==> src/rtl/ccts_pkg.sv <==
// Package for the colour cube separation block: field widths, mode codes,
// the two-node blend function and the blend control struct.
// No dependencies.
package ccts_pkg;

    localparam int WEIGHT_W = 9;
    localparam logic [WEIGHT_W-1:0] WEIGHT_ONE = 9'd256;
    localparam int CNT_W = 5;

    localparam logic [1:0] MODE_LOAD_LIN  = 2'd0;
    localparam logic [1:0] MODE_LOAD_CUBE = 2'd1;
    localparam logic [1:0] MODE_RGB       = 2'd2;
    localparam logic [1:0] MODE_GRAY      = 2'd3;

    typedef logic [7:0][7:0] node_set_t;

    typedef struct packed {
        logic b_en;
        logic g_en;
    } blend_ctrl_t;

    // (lo*w + hi*(256-w)) / 256; the sum never exceeds 255*256.
    function automatic logic [7:0] blend(input logic [7:0] lo, input logic [7:0] hi,
                                         input logic [WEIGHT_W-1:0] w);
        logic [16:0] p_lo;
        logic [16:0] p_hi;
        logic [16:0] sum;
        p_lo = 17'(lo) * 17'(w);
        p_hi = 17'(hi) * 17'(WEIGHT_ONE - w);
        sum  = p_lo + p_hi;
        return sum[15:8];
    endfunction

endpackage

==> src/rtl/ccts_blend.sv <==
// Blend datapath: blue, then green, then red two-node blends over eight node bytes.
// Depends on ccts_pkg.
module ccts_blend
    import ccts_pkg::*;
(
    input  logic                clk,
    input  logic                rst_n,
    input  blend_ctrl_t         ctrl,
    input  node_set_t           nodes,
    input  logic [WEIGHT_W-1:0] bw,
    input  logic [WEIGHT_W-1:0] gw,
    input  logic [WEIGHT_W-1:0] rw,
    output logic [7:0]          level
);

    logic [3:0][7:0] b_reg;
    logic [1:0][7:0] g_reg;

    // Blue blends, one per green/red corner pair, then green blends, one per red corner.
    always_ff @(posedge clk or negedge rst_n)
    begin
        if (!rst_n)
        begin
            b_reg <= '0;
            g_reg <= '0;
        end
        else
        begin
            if (ctrl.b_en)
            begin
                for (int i = 0; i < 4; i++)
                begin
                    b_reg[i] <= blend(nodes[2*i], nodes[2*i+1], bw);
                end
            end
            if (ctrl.g_en)
            begin
                g_reg[0] <= blend(b_reg[0], b_reg[1], gw);
                g_reg[1] <= blend(b_reg[2], b_reg[3], gw);
            end
        end
    end

    // Red blend feeds the output register; the result never exceeds 255.
    assign level = blend(g_reg[0], g_reg[1], rw);

endmodule
==> config.mk <==
export PLATFORM = sky130hd
export DESIGN_NAME = ccts_blend
export DESIGN_NICKNAME = d
export VERILOG_FILES = /design/src/rtl/ccts_pkg.sv /design/src/rtl/ccts_blend.sv
export SDC_FILE = /design/constraint.sdc
export NUM_CORES = 2
export LEC_CHECK = 0
export BUFFER_PORTS_ARGS = -buffer_cell sky130_fd_sc_hd__buf_4
export CAP_MARGIN = 20
export CORE_UTILIZATION = 37
export CTS_CLUSTER_DIAMETER = 80
export DETAILED_ROUTE_END_ITERATION = 7
export PLACE_DENSITY = 0.51
export SLEW_MARGIN = 40
export SYNTH_ARGS = -nofsm -noshare
export SYNTH_HDL_FRONTEND = slang
export SYNTH_SLANG_ARGS = --single-unit
==> constraint.sdc <==
create_clock -name clk -period 8.72 [get_ports clk]
set_input_delay 0.436 -clock clk [delete_from_list [all_inputs] [get_ports clk]]
set_output_delay 0.436 -clock clk [all_outputs]
set_load 0.05 [all_outputs]
==> load_flow_metrics.sql <==
INSERT INTO impl_metrics (metric_group, metric, value, unit) VALUES
('timing', 'max_slew_margin', '48.71', '%'),
('logic_synthesis', 'synth_top_area_share', '46.87', '%'),
('clocking', 'cts-root-buf', 'sky130_fd_sc_hd__clkbuf_16', ''),
('floorplan', 'floorplan.rows', '114', ''),
('placed_design', 'numPortBuffers', '102', ''),
('timing', 'min_clock_period_post_route', '7305', 'ps'),
('detailed_routing', 'antenna_left', '0', ''),
('critical_path', 'end_kind', 'output pin', ''),
('logic_synthesis', 'mappedNetlistArea', '36350', 'sq um'),
('clocking', 'tritoncts.num_buffers', '5', ''),
('clocking', 'post-cts-setup-buffer-count', '0', ''),
('clocking', 'cts_buffer_depth', '2', ''),
('critical_path', 'critPathBufInv', '8', ''),
('critical_path', 'timing.critical_path.fanout_max', '11', ''),
('critical_path', 'worstSetupPathType', 'input port to output pin', ''),
('run', 'timing.max_cap.violations', '0', ''),
('timing', 'total_setup_violations_reported_at_the_end_of_the_flow', '0', ''),
('timing', 'unrepaired_setup_endpoints_after_global_routing', 'no', ''),
('logic_synthesis', 'yosys-top-cells-area', 'sky130_fd_sc_hd__fa_1 47%, sky130_fd_sc_hd__ha_1 13%, sky130_fd_sc_hd__inv_1 11%', ''),
('final_layout', 'largest_register_ffs', '32', ''),
('logic_synthesis', 'synth_enable_flop_cells', '0', ''),
('detailed_routing', 'per_cell_routed_wire_length', '16.32', 'microns'),
('floorplan', 'initial_core_util', '37.47', '%'),
('logic_synthesis', 'synth.lib_cells_used.distinct', '59', ''),
('placed_design', 'post-dp-hpwl', '71990', 'microns'),
('final_layout', 'antenna_cells_inserted', '0', ''),
('final_layout', 'syn2layout_area_growth', '5.828', '%'),
('logic_synthesis', 'yosysTopAreaCell', 'sky130_fd_sc_hd__fa_1', ''),
('grt', 'grt_overflow_total', '0', ''),
('worst_hold_path', 'hold_class', 'input port to async pin', ''),
('critical_path', 'critical_path.top_delay_family', 'adder cells', ''),
('timing', 'worst_setup_slack_final', '1415', 'ps'),
('final_layout', 'layout-drive-gt1-share', '4.593', '%'),
('grt', 'grt_util_all_layers', '18.64', '%'),
('grt', 'grt_start_max_net_pins', '49', ''),
('placed_design', 'placer_congestion', '0.8230', ''),
('critical_path', 'worstPathRequired', '8280', 'ps'),
('timing', 'fin_tns_setup', '0', 'ps'),
('critical_path', 'crit_path_start_kind', 'input port', ''),
('floorplan', 'die_height', '315.4', 'microns'),
('critical_path', 'critical-path-max-stage-delay', '560', 'ps'),
('clocking', 'insertion_delay', '320', 'ps'),
('detailed_routing', 'routed_wire_length', '86180', 'microns'),
('detailed_routing', 'router_iterations_before_antenna_repair', '7', ''),
('grt', 'grt_pass1_vias', '27070', ''),
('grt', 'antenna_found_initial', '3', ''),
('final_layout', 'design.final.nets', '5327', ''),
('clocking', 'tritoncts', 'yes', ''),
('status', 'result_of_the_run', 'finished with violations', ''),
('timing', 'tightestPinTransition', '765.5', 'ps'),
('logic_synthesis', 'syn_avg_cell_area', '8.954', 'sq um'),
('clocking', 'post_cts_hold_buffer_count', '0', ''),
('logic_synthesis', 'synth-seq-area-share', '3.305', '%'),
('clocking', 'htree_num_levels', '2', ''),
('logic_synthesis', 'synth-seq-cells', '48', ''),
('timing', 'timing_hold_violations_final', '0', ''),
('floorplan', 'dieArea', '99490', 'sq um'),
('floorplan', 'io_pins', '103', ''),
('status', 'violations_in_the_final_reports', 'DRC', ''),
('floorplan', 'floorplan.core_area', '96990', 'sq um'),
('logic_synthesis', 'yosysWarningCount', '0', ''),
('clocking', 'postCtsResizedCells', '0', ''),
('timing', 'timing.fmax', '136.9', 'MHz'),
('logic_synthesis', 'syn-num-nets', '5381', ''),
('timing', 'fin_skew', '7.137', 'ps'),
('detailed_routing', 'drtIter0Drc', '1115', ''),
('clocking', 'numClockSinks', '48', ''),
('timing', 'timing.final.max_slew_violations', '0', ''),
('placed_design', 'dp_worst_setup_slack', '1156', 'ps'),
('critical_path', 'path_common_cell', 'sky130_fd_sc_hd__fa_1', ''),
('clocking', 'cts.clk_slew.worst_paths', '80', 'ps'),
('timing', 'min_period_over_period', '83.77', '%'),
('grt', 'grt_pass1_wl', '146600', 'microns'),
('final_layout', 'fill_cells', '9938', ''),
('critical_path', 'arrival', '6870', 'ps'),
('detailed_routing', 'remaining_drc_errors', '4', ''),
('logic_synthesis', 'post_synth_inst_count', '4059', ''),
('critical_path', 'critical_path.slowest_cell', 'sky130_fd_sc_hd__fa_1', ''),
('logic_synthesis', 'synth_top_flop_cell', 'sky130_fd_sc_hd__dfrtp_1', ''),
('logic_synthesis', 'synth_async_sr_flop_share', '100.0', '%'),
('detailed_routing', 'route.detailed.vias_per_inst', '4.641', ''),
('detailed_routing', 'route.vias.total', '24520', ''),
('floorplan', 'die_w', '315.4', 'microns');
worst reg2reg max path: stages (launching register included):
cell                        delay [ps]
sky130_fd_sc_hd__dfrtp_1           750
sky130_fd_sc_hd__nand2_1           170
sky130_fd_sc_hd__fa_1              560
sky130_fd_sc_hd__inv_1              50
sky130_fd_sc_hd__fa_1              490
sky130_fd_sc_hd__inv_1              50
sky130_fd_sc_hd__fa_1              530
sky130_fd_sc_hd__inv_1              50
sky130_fd_sc_hd__fa_1              450
sky130_fd_sc_hd__fa_1              490
sky130_fd_sc_hd__inv_1              50
sky130_fd_sc_hd__fa_1              470
sky130_fd_sc_hd__inv_1              40
sky130_fd_sc_hd__ha_1              180
sky130_fd_sc_hd__a2111oi_0         330
sky130_fd_sc_hd__o21ai_0           260
sky130_fd_sc_hd__o2111ai_1         330
sky130_fd_sc_hd__a21oi_1           200
sky130_fd_sc_hd__o311a_1           400
sky130_fd_sc_hd__or3_1             350
sky130_fd_sc_hd__a31oi_1           160
area by class of cell:
type / instances / area (sq um) / share of cell area [%]
repair buffers: 128 / 960.9 / 2.498
multi-input cells: 2734 / 30450 / 79.17
clock buffers: 5 / 125.1 / 0.3253
flip-flops and latches: 48 / 1201 / 3.123
well taps: 1276 / 1597 / 4.151
clock inverters: 3 / 46.29 / 0.1204
inverters: 1088 / 4084 / 10.62
synthesized netlist by cell type, types with 23 or more instances:
cell type                     n
sky130_fd_sc_hd__inv_1     1087
sky130_fd_sc_hd__fa_1       851
sky130_fd_sc_hd__o21ai_0     23
sky130_fd_sc_hd__nor2_1      36
sky130_fd_sc_hd__a21oi_1     29
sky130_fd_sc_hd__ha_1       376
sky130_fd_sc_hd__xnor2_1    127
sky130_fd_sc_hd__nand2_1    575
sky130_fd_sc_hd__xor2_1      37
sky130_fd_sc_hd__clkbuf_1   167
sky130_fd_sc_hd__mux2_2      28
sky130_fd_sc_hd__dfrtp_1     48
sky130_fd_sc_hd__and2_1     494
per-stage QoR:
stage	hold slack (ps)	area, sq um	instances	util (%)
after global routing	225.2	38460	5282	39.66
final	178.1	38460	5282	39.66
after floorplan	140.4	36350	4059	-
after CTS	207.5	38450	5282	39.64
after detailed placement	555.7	38270	5274	39.46
after global placement	558.5	38250	5274	39.44
kinds of logic after synthesis:
logic type | Yosys count | synth area share, %
fa+ha+maj | 1227 | 59.82
compound gates | 114 | 2.079
flops | 48 | 3.305
mux | 30 | 0.9226
buf+inv | 1277 | 13.19
xor+xnor | 172 | 4.413
simple gates | 1191 | 16.27
layout by cell type, fill, tap and decap left out, types with 29 or more instances in the layout:
cell type	instances
sky130_fd_sc_hd__buf_4	128
sky130_fd_sc_hd__inv_1	1087
sky130_fd_sc_hd__xnor2_1	120
sky130_fd_sc_hd__and2_1	494
sky130_fd_sc_hd__a21oi_1	29
sky130_fd_sc_hd__xor2_1	35
sky130_fd_sc_hd__nand2_1	575
sky130_fd_sc_hd__dfrtp_1	48
sky130_fd_sc_hd__ha_1	376
sky130_fd_sc_hd__fa_1	851
sky130_fd_sc_hd__nor2_1	36
routing by layer:
metal | share of wire, % | GRT usage, %
met5 | 0.014 | 0
met2 | 47 | 31.01
met3 | 2.4 | 1.043
met1 | 49 | 27.27
met4 | 1.3 | 2.800
path summary, 6_finish.rpt:
path | from | endpoint | depth (start not counted) | slack [ps]
setup / recovery | rw[4] | level[7] | 25 | 1420
hold / removal | rst_n | g_reg[4]$_DFFE_PN0P_ | 1 | 180
setup reg to reg | b_reg[24]$_DFFE_PN0P_ | g_reg[15]$_DFFE_PN0P_ | 20 | 2280
hold reg to reg | g_reg[15]$_DFFE_PN0P_ | g_reg[15]$_DFFE_PN0P_ | 2 | 720
max in group asynchronous | rst_n | b_reg[16]$_DFFE_PN0P_ | 1 | 8040
min in group clk | ctrl[0] | g_reg[0]$_DFFE_PN0P_ | 2 | 500
Power is left out: the tool's default activity adds up to more than one toggle a clock period on the data nets, which glitch-free logic cannot reach.
